<file path="src/sv/four_channel_servo_pulse_sequencer_defines.svh">
// ----------------------------------------------------------------------------
// Servo pulse sequencer assertion macros
// Shared concurrent assertion forms, clocked on clk and off during reset.
// ----------------------------------------------------------------------------
`ifndef FOUR_CHANNEL_SERVO_PULSE_SEQUENCER_DEFINES_SVH
`define FOUR_CHANNEL_SERVO_PULSE_SEQUENCER_DEFINES_SVH

// Consequent checked in the same cycle as the antecedent.
`define FCSPS_ASSERT_NOW(label, ante, cons, msg) \
  label: assert property (@(posedge clk) disable iff (!rst_n) (ante) |-> (cons)) \
    else $error(msg);

// Consequent checked in the cycle after the antecedent.
`define FCSPS_ASSERT_NEXT(label, ante, cons, msg) \
  label: assert property (@(posedge clk) disable iff (!rst_n) (ante) |=> (cons)) \
    else $error(msg);

`endif

</file>
<file path="src/sv/fcsps_pkg.sv">
// ----------------------------------------------------------------------------
// Servo pulse sequencer package
// Widths, command codes, register indexes and reset values.
// ----------------------------------------------------------------------------
`timescale 1ns / 1ps

package fcsps_pkg;

  localparam int PIN_W     = 4;
  localparam int POS_W     = 8;
  localparam int CMP_W     = 8;
  localparam int PHASE_W   = 8;
  localparam int BUDGET_W  = 16;
  localparam int RELOAD_W  = 15;
  localparam int CFG_IDX_W = 3;
  localparam int CFG_DAT_W = 15;
  localparam int IN_DAT_W  = 8;
  localparam int OUT_DAT_W = 16;

  typedef logic [7:0] cmd_t;

  localparam cmd_t CMD_STEP_UP     = 8'h10;
  localparam cmd_t CMD_STEP_DOWN   = 8'h11;
  localparam cmd_t CMD_PRESET_LOW  = 8'h01;
  localparam cmd_t CMD_PRESET_HIGH = 8'h02;

  typedef logic [CFG_IDX_W-1:0] reg_idx_t;

  localparam reg_idx_t REG_MIN_PULSE    = 3'd0;
  localparam reg_idx_t REG_GAP_INTERVAL = 3'd1;
  localparam reg_idx_t REG_FRAME_RELOAD = 3'd2;
  localparam reg_idx_t REG_STEP_SIZE    = 3'd3;
  localparam reg_idx_t REG_PRESET_LOW   = 3'd4;
  localparam reg_idx_t REG_PRESET_HIGH  = 3'd5;

  localparam logic [CMP_W-1:0]    MIN_PULSE_RST    = 8'd250;
  localparam logic [CMP_W-1:0]    GAP_INTERVAL_RST = 8'd100;
  localparam logic [RELOAD_W-1:0] FRAME_RELOAD_RST = 15'd4750;
  localparam logic [POS_W-1:0]    STEP_SIZE_RST    = 8'd2;
  localparam logic [POS_W-1:0]    PRESET_LOW_RST   = 8'd25;
  localparam logic [POS_W-1:0]    PRESET_HIGH_RST  = 8'd200;
  localparam logic [CMP_W-1:0]    COMPARE_RST      = 8'd100;
  localparam logic [BUDGET_W-1:0] BUDGET_RST       = 16'd5000;
  localparam logic [POS_W-1:0]    POSITION_RST     = 8'd120;

  localparam logic [OUT_DAT_W-PIN_W-POS_W-1:0] OUT_PAD = '0;

endpackage

</file>
<file path="src/sv/four_channel_servo_pulse_sequencer.sv">
// ----------------------------------------------------------------------------
// Four channel servo pulse sequencer
// Counts timer ticks against a compare value and steps a pulse phase that
// drives the servo pins; remote commands move or preset all positions.
// ----------------------------------------------------------------------------
// Output: a result appears on out_* in the cycle after its input transfer.
// Throughput: one item per cycle while the output is not stalled; the state
// registers take their next value in the same cycle the item is accepted, and
// the result register is refilled while the previous result is taken.
// Reset: synchronous, active low on rst_n; clears all state and config, except
// the result data register, to their power-up values.
`timescale 1ns / 1ps
`include "four_channel_servo_pulse_sequencer_defines.svh"

module four_channel_servo_pulse_sequencer #(
  parameter int SERVO_COUNT = 4
) (
  input  logic                                clk,
  input  logic                                rst_n,
  input  logic                                in_tvalid,
  output logic                                in_tready,
  input  logic [fcsps_pkg::IN_DAT_W-1:0]      in_tdata,   // [7:0] command_code
  input  logic [0:0]                          in_tuser,   // [0] opcode
  output logic                                out_tvalid,
  input  logic                                out_tready,
  output logic [fcsps_pkg::OUT_DAT_W-1:0]     out_tdata,  // [3:0] servo_pins,
                                                          // [11:4] channel0_position
  input  logic                                cfg_we,
  input  logic [fcsps_pkg::CFG_IDX_W-1:0]     cfg_index,
  input  logic [fcsps_pkg::CFG_DAT_W-1:0]     cfg_data
);

  localparam int PW = fcsps_pkg::PIN_W;
  localparam int QW = fcsps_pkg::POS_W;
  localparam int CW = fcsps_pkg::CMP_W;
  localparam int HW = fcsps_pkg::PHASE_W;
  localparam int BW = fcsps_pkg::BUDGET_W;
  localparam int RW = fcsps_pkg::RELOAD_W;

  localparam logic [HW-1:0] LAST_PHASE = HW'(2 * SERVO_COUNT);
  localparam logic [HW-2:0] SERVO_K    = (HW-1)'(SERVO_COUNT);
  localparam logic [PW-1:0] PIN_USED   = PW'((1 << SERVO_COUNT) - 1);
  localparam logic [PW-1:0] LAST_PIN   = PW'(1 << (SERVO_COUNT - 1));

  typedef logic [SERVO_COUNT-1:0][QW-1:0] pos_vec_t;

  // Configuration registers
  logic [CW-1:0] min_pulse_r;
  logic [CW-1:0] gap_interval_r;
  logic [RW-1:0] frame_reload_r;
  logic [QW-1:0] step_size_r;
  logic [QW-1:0] preset_low_r;
  logic [QW-1:0] preset_high_r;

  // Sequencer state
  logic [CW-1:0] tick_count_r, tick_count_nxt;
  logic [CW-1:0] compare_r, compare_nxt;
  logic [HW-1:0] phase_r, phase_nxt;
  logic [BW-1:0] budget_r, budget_nxt;
  pos_vec_t      pos_r, pos_nxt;
  logic [PW-1:0] pin_levels_r, pin_levels_nxt;

  logic                     out_tvalid_r;
  logic [fcsps_pkg::OUT_DAT_W-1:0] out_tdata_r;

  logic          in_acc;
  logic          is_cmd;
  logic          at_match;
  logic [HW-2:0] k;
  logic [QW-1:0] pos_sel;
  logic [PW-1:0] pair_mask;
  logic [BW-1:0] budget_base;

  assign in_tready  = !out_tvalid_r || out_tready;
  assign in_acc     = in_tvalid && in_tready;
  assign is_cmd     = in_tuser[0];
  assign at_match   = (tick_count_r == compare_r);
  assign k          = phase_r[HW-1:1];
  assign out_tvalid = out_tvalid_r;
  assign out_tdata  = out_tdata_r;

  // Position picked by odd phases and the pin pair handed over by even ones.
  always_comb begin
    pos_sel   = '0;
    pair_mask = '0;
    for (int i = 0; i < SERVO_COUNT; i++) begin
      if (k == (HW-1)'(i)) begin
        pos_sel = pos_r[i];
      end
    end
    for (int i = 0; i < PW; i++) begin
      pair_mask[i] = (k == (HW-1)'(i)) || (k == (HW-1)'(i + 1));
    end
  end

  always_comb begin
    tick_count_nxt = tick_count_r;
    compare_nxt    = compare_r;
    phase_nxt      = phase_r;
    pin_levels_nxt = pin_levels_r;
    pos_nxt        = pos_r;
    budget_base    = budget_r;
    budget_nxt     = budget_r;
    if (!is_cmd) begin
      if (at_match) begin
        tick_count_nxt = '0;
        phase_nxt      = phase_r + HW'(1);
        if (phase_r <= LAST_PHASE) begin
          if (phase_r[0]) begin
            compare_nxt = pos_sel;
          end else if (k == '0) begin
            pin_levels_nxt = pin_levels_r | PW'(1);
            compare_nxt    = min_pulse_r;
          end else if (k < SERVO_K) begin
            pin_levels_nxt = pin_levels_r ^ (pair_mask & PIN_USED);
            compare_nxt    = min_pulse_r;
          end else begin
            pin_levels_nxt = pin_levels_r ^ LAST_PIN;
            compare_nxt    = gap_interval_r;
          end
        end else if (budget_r[BW-1]) begin
          // Frame is used up: restart the pulse train with a fresh budget.
          phase_nxt   = '0;
          budget_base = {1'b0, frame_reload_r};
        end
        budget_nxt = budget_base - {{(BW-CW){1'b0}}, compare_nxt};
      end else begin
        tick_count_nxt = tick_count_r + CW'(1);
      end
    end else begin
      for (int i = 0; i < SERVO_COUNT; i++) begin
        case (in_tdata)
          fcsps_pkg::CMD_STEP_UP:     pos_nxt[i] = pos_r[i] + step_size_r;
          fcsps_pkg::CMD_STEP_DOWN:   pos_nxt[i] = pos_r[i] - step_size_r;
          fcsps_pkg::CMD_PRESET_LOW:  pos_nxt[i] = preset_low_r;
          fcsps_pkg::CMD_PRESET_HIGH: pos_nxt[i] = preset_high_r;
          default:                    pos_nxt[i] = pos_r[i];
        endcase
      end
    end
  end

  always_ff @(posedge clk) begin
    if (!rst_n) begin
      min_pulse_r    <= fcsps_pkg::MIN_PULSE_RST;
      gap_interval_r <= fcsps_pkg::GAP_INTERVAL_RST;
      frame_reload_r <= fcsps_pkg::FRAME_RELOAD_RST;
      step_size_r    <= fcsps_pkg::STEP_SIZE_RST;
      preset_low_r   <= fcsps_pkg::PRESET_LOW_RST;
      preset_high_r  <= fcsps_pkg::PRESET_HIGH_RST;
    end else if (cfg_we) begin
      unique case (cfg_index)
        fcsps_pkg::REG_MIN_PULSE:    min_pulse_r    <= cfg_data[CW-1:0];
        fcsps_pkg::REG_GAP_INTERVAL: gap_interval_r <= cfg_data[CW-1:0];
        fcsps_pkg::REG_FRAME_RELOAD: frame_reload_r <= cfg_data[RW-1:0];
        fcsps_pkg::REG_STEP_SIZE:    step_size_r    <= cfg_data[QW-1:0];
        fcsps_pkg::REG_PRESET_LOW:   preset_low_r   <= cfg_data[QW-1:0];
        fcsps_pkg::REG_PRESET_HIGH:  preset_high_r  <= cfg_data[QW-1:0];
        default: ;
      endcase
    end
  end

  always_ff @(posedge clk) begin
    if (!rst_n) begin
      tick_count_r <= '0;
      compare_r    <= fcsps_pkg::COMPARE_RST;
      phase_r      <= '0;
      budget_r     <= fcsps_pkg::BUDGET_RST;
      pos_r        <= {SERVO_COUNT{fcsps_pkg::POSITION_RST}};
      pin_levels_r <= '0;
      out_tvalid_r <= 1'b0;
    end else begin
      if (in_acc) begin
        tick_count_r <= tick_count_nxt;
        compare_r    <= compare_nxt;
        phase_r      <= phase_nxt;
        budget_r     <= budget_nxt;
        pos_r        <= pos_nxt;
        pin_levels_r <= pin_levels_nxt;
        out_tvalid_r <= 1'b1;
      end else if (out_tready) begin
        out_tvalid_r <= 1'b0;
      end
    end
  end

  // The result register holds its transfer until it is taken.
  always_ff @(posedge clk) begin
    if (in_acc) begin
      out_tdata_r <= {fcsps_pkg::OUT_PAD, pos_nxt[0], pin_levels_nxt};
    end
  end

  `FCSPS_ASSERT_NEXT(a_tick_advance, in_acc && !is_cmd && !at_match,
    tick_count_r == $past(tick_count_r) + CW'(1), "tick counter did not advance")
  `FCSPS_ASSERT_NEXT(a_cmd_keeps_timer, in_acc && is_cmd,
    $stable(tick_count_r) && $stable(phase_r) && $stable(budget_r),
    "command disturbed the timer state")
  `FCSPS_ASSERT_NOW(a_unused_pins_low, 1'b1, (pin_levels_r & ~PIN_USED) == '0,
    "pin beyond the servo count driven")
  `FCSPS_ASSERT_NEXT(a_result_follows_transfer, in_acc, out_tvalid_r,
    "accepted item produced no result")

endmodule
</file>
<file path="config.mk">
export PLATFORM = sky130hd
export DESIGN_NAME = four_channel_servo_pulse_sequencer
export DESIGN_NICKNAME = d
export VERILOG_FILES = /design/src/sv/fcsps_pkg.sv /design/src/sv/four_channel_servo_pulse_sequencer.sv
export VERILOG_INCLUDE_DIRS = /design/src /design/src/sv
export SDC_FILE = /design/constraint.sdc
export NUM_CORES = 1
export LEC_CHECK = 0
export BUFFER_PORTS_ARGS = -buffer_cell sky130_fd_sc_hd__buf_4
export CAP_MARGIN = 25
export CORE_MARGIN = 1.5
export CORE_UTILIZATION = 57
export CTS_BUF_LIST = sky130_fd_sc_hd__clkbuf_4 sky130_fd_sc_hd__clkbuf_8
export CTS_CLUSTER_SIZE = 8
export DETAILED_ROUTE_END_ITERATION = 10
export PLACE_DENSITY = 0.83
export SKIP_LAST_GASP = 1
export SYNTH_ARGS = -nofsm -noshare
export SYNTH_HDL_FRONTEND = slang
export SYNTH_SLANG_ARGS = --single-unit
</file>
<file path="constraint.sdc">
create_clock -name clk -period 4 [get_ports clk]
set_input_delay 0.6 -clock clk [delete_from_list [all_inputs] [get_ports clk]]
set_output_delay 0.6 -clock clk [all_outputs]
set_load 0.005 [all_outputs]
</file>
* Word level (Yosys, flattened, before mapping)
Index checks and enable logic that the tools add are counted.
Storage, ports and cells: register bits after elaboration 144, input bits 32, output and inout port bits 18, word-level logic and storage cells 97
Operators by class: add/subtract/negate cells 11, magnitude comparators 2, eq/ne operators 14, muxes and demuxes 30, bitwise logic cells 3, reductions and logical operators 20
Operator list (number):
- $pmux W8 S4 | 4
- $mux W8 | 14
- $mux W16 | 3
- $add A8 B8 Y8 | 4
- $sub A8 B8 Y8 | 4
- $mux W4 | 6
- $add A8 B1 Y8 const B | 2
- $eq A8 B5 Y1 const B | 2
- $sub A16 B8 Y16 | 1
- $mux W15 | 1
- $eq A7 B2 Y1 const B | 2
- $reduce_and A2 Y1 | 7
- $eq A8 B1 Y1 const B | 1
- $eq A8 B2 Y1 const B | 1
- $eq A8 B8 Y1 | 1
- $le A8 B4 Y1 const B | 1
- $eq A7 B1 Y1 const B | 1
- $eq A7 B3 Y1 const B | 1
- $logic_not A7 Y1 | 1
- $lt A7 B3 Y1 const B | 1
- $eq A3 B2 Y1 const B | 2
- $eq A3 B3 Y1 const B | 2
- $reduce_and A3 Y1 | 2
- $logic_or A1 B1 Y1 | 5
- 9 further kinds | 11

* Longest topological paths before layout
depth after elaboration 10, depth in mapped cells 18, depth with buffers taken out 15

* Worst setup path after synthesis
OpenSTA, ideal clock, no wires.
path kind reg2reg, start point register phase_r[1], end point register budget_r[8], library setup time 74 ps, arrival 4099 ps, required time 3926 ps, setup slack -173 ps, stages on the path, launching flop included 18, buffers on the path 3, clock period less this slack 4173 ps, path through dfxtp_1 clkbuf_1 buf_1 inv_1 ha_1 nand2b_1 a21oi_2 nor2_1 clkbuf_1 mux2i_1 ha_1 inv_1 fa_1 a211oi_1 o21ai_0 a21oi_1 mux2_2 o21ai_0
Between the ends: longest elaborated chain between the ends 10, elaborated cells on any way between the ends 20, those cells by class 1 x add/sub; 2 x order compare; 3 x eq/ne; 13 x mux; 1 x reduce/logical
Ends and longest elaborated chain:
- start, declared | RTL line four_channel_servo_pulse_sequencer.sv:58 | logic [HW-1:0] phase_r, phase_nxt;
- start signal, assigned | RTL line four_channel_servo_pulse_sequencer.sv:177 | phase_r <= phase_nxt;
- branches (longest 9 deep; another with $lt A7 B3 Y1)
- $sub A16 B8 Y16 (*) | RTL line four_channel_servo_pulse_sequencer.sv:126 | budget_nxt = budget_base - {{(BW-CW){1'b0}}, compare_nxt};
- end signal, assigned | RTL line four_channel_servo_pulse_sequencer.sv:169 | budget_r <= fcsps_pkg::BUDGET_RST;
- end signal, assigned | RTL line four_channel_servo_pulse_sequencer.sv:178 | budget_r <= budget_nxt;
- end, declared | RTL line four_channel_servo_pulse_sequencer.sv:59 | logic [BW-1:0] budget_r, budget_nxt;
Mark *: on every way between the ends. The select of a mux whose other input is x is not followed. A chain may end at the register's enable or synchronous reset.

* Final worst setup path
start point register phase_r[7], end point register budget_r[9]
Same word-level chain as after synthesis.

==> out/qor.yml <==
cts_sinks: 144
tightestPinTransition_ns: 0.899
skew_ns: 0.0150
endpoint: "budget_r[9]"
fin_area_um2: 9420
cts_buffers: 17
clkLatencyLatePin_ns: 0.46
worstPathRequired_ns: 4.31
first_iter_violations: 772
num_vias: 8053
crit_path_start_kind: "register"
instances_no_fill: 1293
drc: 0
routed_wl_mm: 22.7
htree_num_levels: 4
finalSetupViolCount: 0
antenna_left: 0
finalMaxSlewViolations: 0
grt_usage: 0.293
synth_cell_types: 76
ctsRootBufferMaster: "clkbuf_8"
synth_seq_cells: 144
synthArstFlopShare: 0
synth.top_cell.area_share: 0.313
rows: 44
cap_violations: 0
grt_pass1_vias: 7266
worstSetupStartpoint: "phase_r[7]"
ys_seq_area_frac: 0.355
synthFlopType: "dfxtp_1"
cts_hold_buffers: 0
status: "complete, no violations"
critPathMaxFanout: 8
cts.reportedPaths.clkPinSlew_ns: 0.08
critPathKind: "reg -> reg"
timing.final.crit_share: 0.944
ff2ff_path_depth: 12
core_area_um2: 14500
synthCells: 1058
netlist_area_um2: 8460
final_hold_viol_count: 0
end_kind: "register"
rr_endpoint: "budget_r[9]"
syn_to_final_growth_pct: 11.5
place_area_um2: 9050
num_io_pins: 50
cp.arrival_ns: 4.08
rrSetupSlack_ns: 0.22
start_util: 0.582
synth_edf_count: 12
drive_above_1_share: 0.130
rsz0062_at_grt: "no"
worstHoldPathCells: 3
n_fill_cell: 1226
power.density_nw_per_um2: 309
antenna_found_initial: 0
grt_pass1_wl_mm: 36.9
avgSynthCellArea_um2: 7.99
nets: 1174
wire_per_inst_um: 17.6
irDropWorstVdd_uv: 271
antenna_cells: 0
die_h_um: 125
cts.path.max_buffers: 2
die-area_um2: 15600
grt_overflow: 0
grt_max_degree: 66
port_buffers: 45
slew_headroom: 0.398
reg2reg_from: "phase_r[7]"
hpwl_mm: 16.5
cts_tree: "done"
yosysWarningCount: 0
p_leak_uw: 0.00381
synth_top_area_cell: "dfxtp_1"
dr.pass1.iters: 5
post_drt_via_cell_ratio: 6.23
gp_congestion: 1.02
synth_area_leaders: "dfxtp_1 (31%), nand2_1 (8.9%), ha_1 (5.9%)"
worst_hold_path_type: "in -> reg"
period_needed_ns: 3.78
die_x_um: 125
placedCellCount: 1262
max_freq_ghz: 0.265
[placed cells by master, fill, tap and decap left out, drive strengths merged, types with 4 or more instances in the layout]
| master | netlist | routed |
|---|---|---|
| a22o | 4 | 4 |
| inv | 23 | 24 |
| buf | 17 | 82 |
| and2 | 9 | 9 |
| dfxtp | 132 | 132 |
| a311o | 4 | 4 |
| a21oi | 86 | 86 |
| and3 | 12 | 12 |
| nand3 | 58 | 58 |
| edfxtp | 12 | 12 |
| fa | 5 | 5 |
| a31o | 4 | 4 |
| a211oi | 15 | 15 |
| nand2 | 200 | 200 |
| clkinv | 0 | 6 |
| o211ai | 8 | 8 |
| a21o | 9 | 9 |
| nor2b | 12 | 12 |
| nor4 | 7 | 7 |
| xnor2 | 22 | 22 |
| a31oi | 9 | 9 |
| clkbuf | 48 | 22 |
| o31ai | 4 | 4 |
| ha | 40 | 40 |
| conb | 1 | 4 |
| or3 | 8 | 8 |
| o21a | 9 | 9 |
| a22oi | 10 | 10 |
| and4 | 5 | 5 |
| nand4 | 8 | 8 |
| or4 | 4 | 4 |
| mux4 | 7 | 7 |
| o2111ai | 6 | 6 |
| o21ai | 55 | 55 |
| o22ai | 5 | 5 |
| xor2 | 31 | 31 |
| mux2i | 17 | 17 |
| nor3 | 28 | 28 |
| nor2 | 81 | 81 |
[worst min path at each step]
stage	from	to	slack (ns)
final	cfg_data[12]	frame_reload_r[12]	0.35
after global routing	cfg_data[12]	frame_reload_r[12]	0.34
after CTS	cfg_data[12]	frame_reload_r[12]	0.33
after detailed placement	gap_interval_r[1]	gap_interval_r[1]	0.45
after global placement	budget_r[6]	budget_r[6]	0.44
after floorplan	min_pulse_r[0]	min_pulse_r[0]	0.43
[layout make-up]
| cell class | instances | area [µm²] | area share |
|---|---|---|---|
| clock buffer | 22 | 284 | 0.0301 |
| clock inverter | 9 | 85.1 | 0.00903 |
| timing repair buffer | 82 | 616 | 0.0653 |
| inverter | 23 | 86.3 | 0.00916 |
| sequential | 144 | 3000 | 0.319 |
| tap | 184 | 230 | 0.0244 |
| multi-input combinational | 829 | 5120 | 0.543 |
[what timing repair did]
action                     in CTS  in global routing
setup endpoints to repair       0                  3
resized for setup               0                  3
setup buffers                   0                  0
[metal layers]
layer / GRT usage / routed length (µm)
met5: 0 / 0
met3: 0.0666 / 2270
met4: 0.112 / 627
met1: 0.414 / 9820
met2: 0.435 / 9980
[cell usage after synthesis (4+ instances only)]
master / n
or4_1: 4
a21o_1: 9
nand4_1: 8
o2111ai_1: 6
o22ai_1: 5
and3_1: 12
xor2_1: 31
mux4_2: 7
inv_1: 23
fa_1: 5
a21oi_1: 85
nor3_1: 28
a211oi_1: 15
clkbuf_1: 47
o31ai_1: 4
a311o_1: 4
dfxtp_1: 132
o211ai_1: 8
o21ai_0: 53
nor2b_1: 12
edfxtp_1: 12
or3_1: 6
a31o_2: 4
mux2i_1: 17
a22o_1: 4
buf_1: 10
xnor2_1: 22
and2_1: 8
ha_1: 40
nand2_1: 200
nor4_1: 7
nor2_1: 81
a22oi_1: 10
buf_4: 4
nand3_1: 58
a31oi_1: 9
o21a_1: 9
[registers in the layout (all words and copies together), names as in the netlist]
register,cells
preset_low_r,8
compare_r,8
pin_levels_r,4
preset_high_r,8
tick_count_r,8
frame_reload_r,15
budget_r,16
gap_interval_r,8
out_tvalid,1
step_size_r,8
phase_r,8
min_pulse_r,8
pos_r,32
out_tdata,12
[metrics by stage]
step	util	hold WS [ns]	setup TNS, ns	total power, µW	setup slack (ns)
global placement	0.623	0.439	-0.00740	1830	-0.00740
finish	0.648	0.347	0	2920	0.224
CTS	0.648	0.335	0	2910	0.203
floorplan	-	0.432	0	1730	0.120
global route	0.648	0.340	0	3020	0.00377
detailed placement	0.623	0.447	-0.0929	1840	-0.0580
[critical path, stage by stage (launching register included)]
cell and delay, ns:
dfxtp_1 0.34, or4_1 0.54, buf_4 0.18, a21oi_2 0.19
buf_4 0.21, mux2i_1 0.29, ha_1 0.31, or4_1 0.51
o211ai_1 0.11, a31oi_1 0.12, nand4bb_1 0.29, a2111oi_0 0.41
o31ai_1 0.13
[cell families (layout without fill, tap and decap cells)]
group	count (synthesis)	in the layout	share of synthesized area
AND/OR/NAND/NOR	451	451	0.247
AO/OA/AOI/OAI	248	248	0.185
flip-flops	144	144	0.355
buffers and inverters	88	136	0.0414
XOR/XNOR	54	54	0.0576
adder cells (fa/ha/maj)	45	45	0.0710
multiplexers	27	27	0.0428
other	1	4	0.000443
[report_power, final]
part / total (µW) / switching [µW] / internal (µW) / leakage (µW)
clock network: 1100 / 559 / 541 / 0.000193
logic: 320 / 189 / 131 / 0.00244
registers: 1500 / 19.7 / 1480 / 0.00118
total: 2920 / 767 / 2150 / 0.00381
No activity file was read; power rests on OpenSTA's default activity.
